===== src/hdl/lmcs_pkg.sv =====
// Shared types and codes for the cascaded LED matrix command serializer.
// No dependencies.
`default_nettype none
package lmcs_pkg;

    typedef enum logic [1:0] {
        ST_IDLE,
        ST_READ,
        ST_MOD,
        ST_EMIT
    } t_state;

    localparam logic [2:0] MODE_SET_LED    = 3'd0;
    localparam logic [2:0] MODE_SET_ROW    = 3'd1;
    localparam logic [2:0] MODE_SET_COLUMN = 3'd2;
    localparam logic [2:0] MODE_CLEAR      = 3'd3;
    localparam logic [2:0] MODE_SHUTDOWN   = 3'd4;
    localparam logic [2:0] MODE_INTENSITY  = 3'd5;
    localparam logic [2:0] MODE_SCAN_LIMIT = 3'd6;
    localparam logic [2:0] MODE_RAW        = 3'd7;

    localparam logic [7:0] OPC_INTENSITY = 8'd10;
    localparam logic [7:0] OPC_SCANLIMIT = 8'd11;
    localparam logic [7:0] OPC_SHUTDOWN  = 8'd12;

    localparam logic [7:0] INTENSITY_MAX = 8'd15;
    localparam logic [7:0] SCAN_MAX      = 8'd7;
    localparam logic [7:0] COL0_MASK     = 8'h80;

    localparam logic [3:0] NDEV_RESET = 4'd8;

endpackage
`default_nettype wire


===== src/hdl/led_matrix_cascade_command_serializer.sv =====
// Cascaded 8x8 LED matrix command serializer: row image store plus frame sequencer.
// Depends on lmcs_pkg.
//
//  channel  | ports                                           | handshake
//  ---------+-------------------------------------------------+---------------------------
//  command  | i_mode i_device i_row i_column i_value          | start & !busy
//           | i_raw_opcode                                    |
//  result   | o_word o_frame_end o_last                       | o_valid, one cycle each
//  config   | i_cfg_wdata                                     | i_cfg_we
//
// Each frame reads the row image (ST_READ), then modifies/writes it (ST_MOD), then
// emits one word per device in use (ST_EMIT). Set column and clear run 8 frames, one
// per row; other commands run a single frame. A dropped command is accepted but
// leaves the sequencer idle.
// Synchronous active-low reset clears the sequencer, the row valid bits (image reads
// as zero) and sets the device count to 8. Results cannot be stalled.
`default_nettype none
module led_matrix_cascade_command_serializer #(
    parameter int MAX_DEVICES = 8
) (
    input  wire logic        i_clk,
    input  wire logic        i_rst_n,
    input  wire logic        start,
    output logic             busy,
    input  wire logic [2:0]  i_mode,
    input  wire logic [2:0]  i_device,
    input  wire logic [2:0]  i_row,
    input  wire logic [2:0]  i_column,
    input  wire logic [7:0]  i_value,
    input  wire logic [3:0]  i_raw_opcode,
    input  wire logic        i_cfg_we,
    input  wire logic [3:0]  i_cfg_wdata,
    output logic             o_valid,
    output logic [15:0]      o_word,
    output logic             o_frame_end,
    output logic             o_last
);

    localparam int DEPTH = MAX_DEVICES * 8;
    localparam int AW    = (DEPTH > 1) ? $clog2(DEPTH) : 1;

    lmcs_pkg::t_state r_state, n_state;

    logic [3:0]       r_num_devices;
    logic [2:0]       r_mode, r_dev, r_col, r_row, r_dcnt;
    logic [7:0]       r_value;
    logic [3:0]       r_rawop;
    logic [7:0]       r_op, r_data;
    logic [7:0]       r_rdata;
    logic             r_rvalid;
    logic [DEPTH-1:0] r_valid;
    logic [7:0]       r_mem [DEPTH];

    logic [3:0] dev_cnt;
    logic       accept, drop;
    logic [5:0] full_addr;
    logic [AW-1:0] addr;
    logic       mem_we;
    logic       multi_frame, final_frame;
    logic [7:0] old_row, mask, n_op, n_data;
    logic       led_on;

    // device count, out-of-range values fall back to the maximum
    always_comb begin
        if (r_num_devices == 4'd0 || r_num_devices > 4'(MAX_DEVICES)) begin
            dev_cnt = 4'(MAX_DEVICES);
        end else begin
            dev_cnt = r_num_devices;
        end
    end

    assign accept = start && !busy;

    always_comb begin
        drop = ({1'b0, i_device} >= dev_cnt);
        if (i_mode == lmcs_pkg::MODE_INTENSITY && i_value > lmcs_pkg::INTENSITY_MAX) begin
            drop = 1'b1;
        end
        if (i_mode == lmcs_pkg::MODE_SCAN_LIMIT && i_value > lmcs_pkg::SCAN_MAX) begin
            drop = 1'b1;
        end
    end

    assign full_addr   = {r_dev, r_row};
    assign addr        = full_addr[AW-1:0];
    assign multi_frame = (r_mode == lmcs_pkg::MODE_SET_COLUMN) || (r_mode == lmcs_pkg::MODE_CLEAR);
    assign final_frame = !multi_frame || (r_row == 3'd7);

    // shared row/word unit: one frame's opcode and data per pass
    always_comb begin
        old_row = r_rvalid ? r_rdata : 8'd0;
        mask    = lmcs_pkg::COL0_MASK >> r_col;
        led_on  = (r_mode == lmcs_pkg::MODE_SET_COLUMN) ? r_value[~r_row] : r_value[0];
        n_op    = 8'({5'd0, r_row}) + 8'd1;
        case (r_mode) inside
            lmcs_pkg::MODE_SET_LED, lmcs_pkg::MODE_SET_COLUMN: begin
                n_data = led_on ? (old_row | mask) : (old_row & ~mask);
            end
            lmcs_pkg::MODE_SET_ROW: begin
                n_data = r_value;
            end
            lmcs_pkg::MODE_CLEAR: begin
                n_data = 8'd0;
            end
            lmcs_pkg::MODE_SHUTDOWN: begin
                n_op   = lmcs_pkg::OPC_SHUTDOWN;
                n_data = (r_value != 8'd0) ? 8'd0 : 8'd1;
            end
            lmcs_pkg::MODE_INTENSITY: begin
                n_op   = lmcs_pkg::OPC_INTENSITY;
                n_data = r_value;
            end
            lmcs_pkg::MODE_SCAN_LIMIT: begin
                n_op   = lmcs_pkg::OPC_SCANLIMIT;
                n_data = r_value;
            end
            default: begin
                n_op   = {4'd0, r_rawop};
                n_data = r_value;
            end
        endcase
    end

    // next state
    always_comb begin
        n_state = r_state;
        unique case (r_state)
            lmcs_pkg::ST_IDLE: begin
                if (accept && !drop) begin
                    n_state = lmcs_pkg::ST_READ;
                end
            end
            lmcs_pkg::ST_READ: begin
                n_state = lmcs_pkg::ST_MOD;
            end
            lmcs_pkg::ST_MOD: begin
                n_state = lmcs_pkg::ST_EMIT;
            end
            lmcs_pkg::ST_EMIT: begin
                if (r_dcnt == 3'd0) begin
                    n_state = final_frame ? lmcs_pkg::ST_IDLE : lmcs_pkg::ST_READ;
                end
            end
            default: begin
                n_state = lmcs_pkg::ST_IDLE;
            end
        endcase
    end

    // outputs
    always_comb begin
        busy        = 1'b1;
        o_valid     = 1'b0;
        mem_we      = 1'b0;
        o_word      = 16'd0;
        o_frame_end = 1'b0;
        o_last      = 1'b0;
        unique case (r_state)
            lmcs_pkg::ST_IDLE: begin
                busy = 1'b0;
            end
            lmcs_pkg::ST_READ: begin
            end
            lmcs_pkg::ST_MOD: begin
                mem_we = (r_mode == lmcs_pkg::MODE_SET_LED) ||
                         (r_mode == lmcs_pkg::MODE_SET_ROW) || multi_frame;
            end
            lmcs_pkg::ST_EMIT: begin
                o_valid     = 1'b1;
                o_word      = (r_dcnt == r_dev) ? {r_op, r_data} : 16'd0;
                o_frame_end = (r_dcnt == 3'd0);
                o_last      = (r_dcnt == 3'd0) && final_frame;
            end
            default: begin
            end
        endcase
    end

    always_ff @(posedge i_clk) begin
        if (!i_rst_n) begin
            r_state       <= lmcs_pkg::ST_IDLE;
            r_num_devices <= lmcs_pkg::NDEV_RESET;
            r_valid       <= '0;
        end else begin
            r_state <= n_state;
            if (i_cfg_we) begin
                r_num_devices <= i_cfg_wdata;
            end
            if (mem_we) begin
                r_valid[addr] <= 1'b1;
            end
        end
    end

    // row image store
    always_ff @(posedge i_clk) begin
        if (mem_we) begin
            r_mem[addr] <= n_data;
        end
        r_rdata  <= r_mem[addr];
        r_rvalid <= r_valid[addr];
    end

    always_ff @(posedge i_clk) begin
        if (accept) begin
            r_mode  <= i_mode;
            r_dev   <= i_device;
            r_col   <= i_column;
            r_value <= i_value;
            r_rawop <= i_raw_opcode;
            r_row   <= (i_mode == lmcs_pkg::MODE_SET_COLUMN || i_mode == lmcs_pkg::MODE_CLEAR)
                       ? 3'd0 : i_row;
        end
        if (r_state == lmcs_pkg::ST_MOD) begin
            r_op   <= n_op;
            r_data <= n_data;
            r_dcnt <= 3'(dev_cnt - 4'd1);
        end
        if (r_state == lmcs_pkg::ST_EMIT) begin
            r_dcnt <= r_dcnt - 3'd1;
            if (r_dcnt == 3'd0 && !final_frame) begin
                r_row <= r_row + 3'd1;
            end
        end
    end

    a_last_ends_frame: assert property (@(posedge i_clk) disable iff (!i_rst_n)
        o_last |-> (o_valid && o_frame_end))
        else $error("last word not at frame end");

    a_idle_after_last: assert property (@(posedge i_clk) disable iff (!i_rst_n)
        o_last |=> !busy)
        else $error("still busy after last word");

    a_next_frame: assert property (@(posedge i_clk) disable iff (!i_rst_n)
        (o_frame_end && !o_last) |=> (busy && !o_valid))
        else $error("frame sequence broken");

    a_strobe_busy: assert property (@(posedge i_clk) disable iff (!i_rst_n)
        o_valid |-> busy)
        else $error("word strobed while idle");

endmodule
`default_nettype wire

===== config.mk =====
export PLATFORM = sky130hd
export DESIGN_NAME = led_matrix_cascade_command_serializer
export DESIGN_NICKNAME = d
export VERILOG_FILES = /design/src/hdl/lmcs_pkg.sv /design/src/hdl/led_matrix_cascade_command_serializer.sv
export SDC_FILE = /design/constraint.sdc
export NUM_CORES = 1
export LEC_CHECK = 0
export BUFFER_PORTS_ARGS = -buffer_cell sky130_fd_sc_hd__buf_2
export CAP_MARGIN = 10
export CORE_UTILIZATION = 40
export DETAILED_ROUTE_END_ITERATION = 10
export SYNTH_ARGS = -nofsm -noshare
export SYNTH_HDL_FRONTEND = slang
export SYNTH_SLANG_ARGS = --single-unit
export TNS_END_PERCENT = 10

===== constraint.sdc =====
create_clock -name i_clk -period 5.7 [get_ports i_clk]
set_input_delay 0.57 -clock i_clk [delete_from_list [all_inputs] [get_ports i_clk]]
set_output_delay 0.57 -clock i_clk [all_outputs]
set_load 0.01 [all_outputs]

==> metrics, run 1 <==
Num CTS Buffers 61; Max IR drop VDD 0.0003694 V; PD cells 485.7 mW/mm^2; Slew Limit Fails 0; hold path endpoint r_rawop[1]; First-pass DRT Iterations 6; Synth async-reset ratio 0%; io pins 52; Top FF cell, synth edfxtp_1; Final Setup Violations 0; Synth area leaders edfxtp_1, dfxtp_1, mux4_2; post-CTS setup buffers 0; FF-to-FF Start r_row[2]; Setup CP Type register to register; Seq pwr share 42.1%; first-pass GRT wire length 99.11 mm; Die X 252.0 um; TNS Setup 0 ps; Slew headroom 14.90%; RR Endpoint r_mem[39][2]; number of synthesized flops with an enable pin 548; Worst setup SP type register; leading area contributor after synthesis edfxtp_1; initial antenna violation count 0; Final Skew 24.85 ps; fill cell total of the finished layout 5279; final wirelength 68.31 mm; R2R Setup Slk 1900 ps; worst skew pair latency 650 ps; min Tclk post-route 3802 ps; RSZ-0062 raised after global routing false; WP data arrival 4170 ps; H-Tree Depth 2; post-DP HPWL 40.82 mm; CTS tree built; IO buf count 47; GP Congestion 0.8780; vias in the first global route 14340; Cell Rows 91; hold_buf cts 0; clock sink count 630; Switching Share 31.86%; wire length per cell 27.78 um; post-synthesis cell type count 67; Iter 0 DRT Violations 1579; Post-synth top cells edfxtp_1, nor2_1, dfxtp_1; Mapped Cells 1514; syn avg cell area 16.52 um^2; share of cells above drive strength 1 19.42%; CP endpoint kind register; highest net fanout along the worst path 51; measured slew at the worst slew-check pin 1272 ps; Worst Path Required 6070 ps; largest net degree at the start of global routing 72; Seq/Total Area, Yosys 72.36%; Via density 5.846; Antenna Nets Post-Route 0; Worst Hold Launch i_raw_opcode[1]; Area Overhead vs Synth 13.59%; worst min path class input port to register; cells on worst reg2reg path 8; P_sw 4.397 mW; GRT Total Usage 21.60%; Clock Pin Slew Worst Setup and Hold Paths 60 ps; Logic pwr share 26.1%; Final period util 66.71%; Residual DRC 0; core area 0.06171 mm^2; total power 13.80 mW; PostCTS Resize Cnt 0; Max Cap Viol 0; Post-Syn Area 0.02501 mm^2; status complete, no violations; Hold Path Depth 1; beginning of the critical path r_row[2]; Final nets 1612; Initial Utilization 40.53%; most frequent cell after synthesis edfxtp_1; Synth Register Bits 630; Final Hold Fails 0; fmax 0.2630 GHz; Internal Pwr Total 9.401 mW; maximum buffer depth of the clock tree 3; ant diodes 0; grt ovf 0; Synth top area share 65.80%; die outline height 252.0 um; Leak Pwr 9.364 nW; CTS root buf clkbuf_16; Total Die Area 0.06353 mm^2; via count 14375; Yosys warnings 0; clock network power share 31.8%
## cells in the final DEF, fill, tap and decap left out, types with 8 or more instances in the layout
master / Yosys / routed
clkbuf_16: 0 / 62
a32oi_1: 8 / 8
nor2_1: 104 / 103
mux4_2: 50 / 50
buf_4: 13 / 40
a21oi_1: 47 / 47
buf_2: 36 / 47
and2_1: 16 / 16
o21a_1: 67 / 67
o21ai_4: 0 / 8
nor2b_1: 10 / 9
mux2_2: 48 / 48
nand3_1: 8 / 8
bufinv_16: 0 / 11
mux2i_1: 68 / 68
clkbuf_8: 0 / 13
ha_1: 10 / 10
o22ai_1: 23 / 23
a22oi_1: 40 / 40
clkbuf_1: 35 / 12
edfxtp_1: 548 / 548
a221oi_1: 43 / 43
dfxtp_1: 82 / 79
a22o_1: 14 / 14
nand2_1: 47 / 47
a221o_1: 10 / 10
inv_1: 14 / 13
o21ai_0: 51 / 43
## per-layer routing
metal,wire length (um),vias to the layer above,track usage (%),part of all wire (%)
met4,2472,0,8.398,3.6
li1,-,6136,-,-
met3,6175,136,4.075,9.0
met2,32100,721,34.48,47
met1,27560,7382,29.26,40
met5,0,-,0,0
## layout make-up
cell class	instances	area, um^2	area share [%]
clock inverters	28	420.4	1.480
inverters	15	56.30	0.1982
repair buffers	91	598.1	2.105
clock buffers	87	1775	6.250
multi-input cells	771	6401	22.53
flip-flops and latches	630	18110	63.75
well taps	837	1047	3.687
## stage by stage
stage | area (um^2) | hold WS, ps | utilization, % | instances | worst slack [ps]
global placement | 26180 | 442.1 | 42.43 | 2341 | 1960
finish | 28410 | 106.5 | 46.03 | 2459 | 1898
detailed placement | 26190 | 450.6 | 42.44 | 2342 | 1938
global route | 28410 | 101.6 | 46.03 | 2459 | 1662
floorplan | 25020 | 435.2 | - | 1517 | 823.2
CTS | 28380 | 92.71 | 46.00 | 2457 | 1909
## critical path, stage by stage (launching register included)
cell and delay, ps:
dfxtp_4 830, buf_4 430, and2_0 210, a22oi_1 90
o22ai_1 130, a31o_2 130, a31oi_2 400, o21ai_4 720
buf_4 520
## power by group through the flow
stage	clock, mW	sequential (mW)	combinational [mW]
finish	4.39	5.81	3.60
global placement	0	5.90	3.53
CTS	4.44	5.80	3.58
floorplan	0	5.70	2.48
detailed placement	0	5.90	3.56
global route	4.61	5.82	3.81
## worst max path at each step
stage	to	slack (ps)	cells after the start
final	r_mem[39][2]	1900	8
after global routing	r_mem[37][4]	1660	8
after CTS	r_mem[33][2]	1910	8
after detailed placement	r_mem[32][2]	1940	8
after global placement	r_mem[33][2]	1960	8
after floorplan	r_data[5]	820	9
## kinds of logic after synthesis
| kind of cell | Yosys count | synth area share, % |
|---|---|---|
| AO/OA/AOI/OAI | 338 | 9.611 |
| XOR/XNOR | 4 | 0.1401 |
| adder cells (fa/ha/maj) | 10 | 0.5003 |
| buffers and inverters | 116 | 2.536 |
| flip-flops | 630 | 72.36 |
| multiplexers | 177 | 10.30 |
| other | 1 | 0.01499 |
| AND/OR/NAND/NOR | 238 | 4.533 |
## flip-flops by register name (all words and copies together), names as in the netlist
| name | cells |
|---|---|
| r_value | 8 |
| r_row | 3 |
| r_op | 4 |
| r_rdata | 8 |
| r_mode | 3 |
| r_state | 2 |
| r_dcnt | 3 |
| r_dev | 3 |
| r_col | 3 |
| r_num_devices | 4 |
| r_rawop | 4 |
| r_mem | 512 |
| r_valid | 64 |
| r_data | 8 |
| r_rvalid | 1 |
(Power assumes the default switching activity.)
==> inputs of run 2 (changes only) <==
clock period = 3.5 ns   (was 5.7 ns; I/O delays follow)
==> run 2 against run 1 <==
Wire length fell by 1.1%. Cell count up 4.5%. Critical endpoint is now r_rdata[7]. Largest cell class unchanged. Via count rose by 2.6%.
==> metrics, run 2 (same netlist as run 1, synthesis figures left out) <==
Slew headroom 16.70%; GP Congestion 0.9101; Final nets 1723; Largest regs r_mem x512, r_valid x64; clock sink count 630; Placed Area 0.02693 mm^2; worst skew pair latency 610 ps; PD cells 769.6 mW/mm^2; Die X 252.0 um; Worst setup SP type register; CP endpoint kind register; Area Overhead vs Synth 17.07%; Antenna Nets Post-Route 0; worst min path class input port to register; final wirelength 67.57 mm; Internal Pwr Total 15.29 mW; Worst Hold Launch i_cfg_wdata[1]; clock network power share 30.6%; final instance area 0.02928 mm^2; first-pass GRT wire length 98.66 mm; initial antenna violation count 1; wire length per cell 26.29 um; Final Hold Fails 0; via count 14755; GRT Total Usage 21.42%; H-Tree Depth 3; PostCTS Resize Cnt 0; WHS 46.41 ps; maximum buffer depth of the clock tree 3; io pins 52; Switching Share 32.13%; WP data arrival 3450 ps; Logic pwr share 28.1%; largest net degree at the start of global routing 81; Leak Pwr 9.885 nW; Iter 0 DRT Violations 1575; Post-Place Worst Slack 565.3 ps; measured slew at the worst slew-check pin 1247 ps; most common cell after layout, fill and taps aside edfxtp_1; Largest register FFs 512; Most flops, register r_mem; Final Setup Violations 0; beginning of the critical path r_row[1]; Max Cap Viol 0; Worst Path Required 3970 ps; Total Die Area 0.06353 mm^2; Clock Pin Slew Worst Setup and Hold Paths 60 ps; FF-to-FF Start r_row[1]; vias in the first global route 14450; grt ovf 0; Final period util 85.15%; post-DP HPWL 41.54 mm; Initial Utilization 40.53%; First-pass DRT Iterations 5; share of cells above drive strength 1 22.69%; Cell Rows 91; status complete, no violations; fin util 47.44%; Slew Limit Fails 0; P_sw 7.240 mW; Setup CP Type register to register; CTS tree built; fmax 0.3355 GHz; die outline height 252.0 um; Num CTS Buffers 66; Residual DRC 0; CTS root buf clkbuf_16; worst setup margin 519.7 ps; IO buf count 47; min Tclk post-route 2980 ps; core area 0.06171 mm^2; Final Skew 39.86 ps; Seq pwr share 41.3%; commonest cells after routing, fill and taps aside edfxtp_1, buf_4, nor2_1; RSZ-0062 raised after global routing false; Via density 5.741; Max IR drop VDD 0.0004303 V; highest net fanout along the worst path 27
[run 2: path summary, 6_finish.rpt]
path,slack (ps),endpoint,cells after the start
setup reg to reg,520,r_rdata[7],7
setup / recovery,520,r_rdata[7],7
hold / removal,50,r_num_devices[1],3
hold reg to reg,460,r_valid[22],1
[run 2: layout make-up]
cell class,count,area (um^2)
Clock buffer,90,1814
Tap cell,837,1047
Timing Repair Buffer,197,1541
Multi-Input combinational cell,771,6401
Clock inverter,29,305.3
Antenna cell,1,2.502
Inverter,15,56.30
Sequential cell,630,18110
Fill cell,5280,32430
[run 2: power groups by stage]
| stage | combinational [mW] | sequential [mW] | clock [mW] |
|---|---|---|---|
| after CTS | 6.30 | 9.30 | 7.03 |
| after detailed placement | 6.26 | 9.45 | 0 |
| after global placement | 6.21 | 9.45 | 0 |
| after global routing | 6.67 | 9.33 | 7.29 |
| final | 6.32 | 9.32 | 6.89 |
| after floorplan | 4.05 | 9.23 | 0 |
[run 2: worst max-delay path, cell delays in order, from the launching register on]
cell      delay (ps)
dfxtp_4          670
inv_1            230
buf_4            330
a221oi_1         280
nor2_1            70
a221oi_1         360
o21ai_0          310
or4_1            590
[run 2: timing repair]
item	in CTS	in global routing
hold buffers	22	0
endpoints found under the hold margin	22	0
buffers inserted	0	0
[run 2: metal layers]
metal / up-vias / part of all wire, % / track usage (%)
met3: 129 / 8.8 / 4.158
met1: 7529 / 42 / 30.26
met5: - / 0.019 / 0
li1: 6348 / - / -
met4: 2 / 3.0 / 7.169
met2: 747 / 46 / 33.22
[run 2: per-stage QoR]
stage	setup TNS, ps	std cells	power [mW]
floorplan	-146080	1517	13.28
global placement	0	2428	15.66
detailed placement	0	2428	15.71
CTS	0	2569	22.64
global route	0	2569	23.29
finish	0	2570	22.53
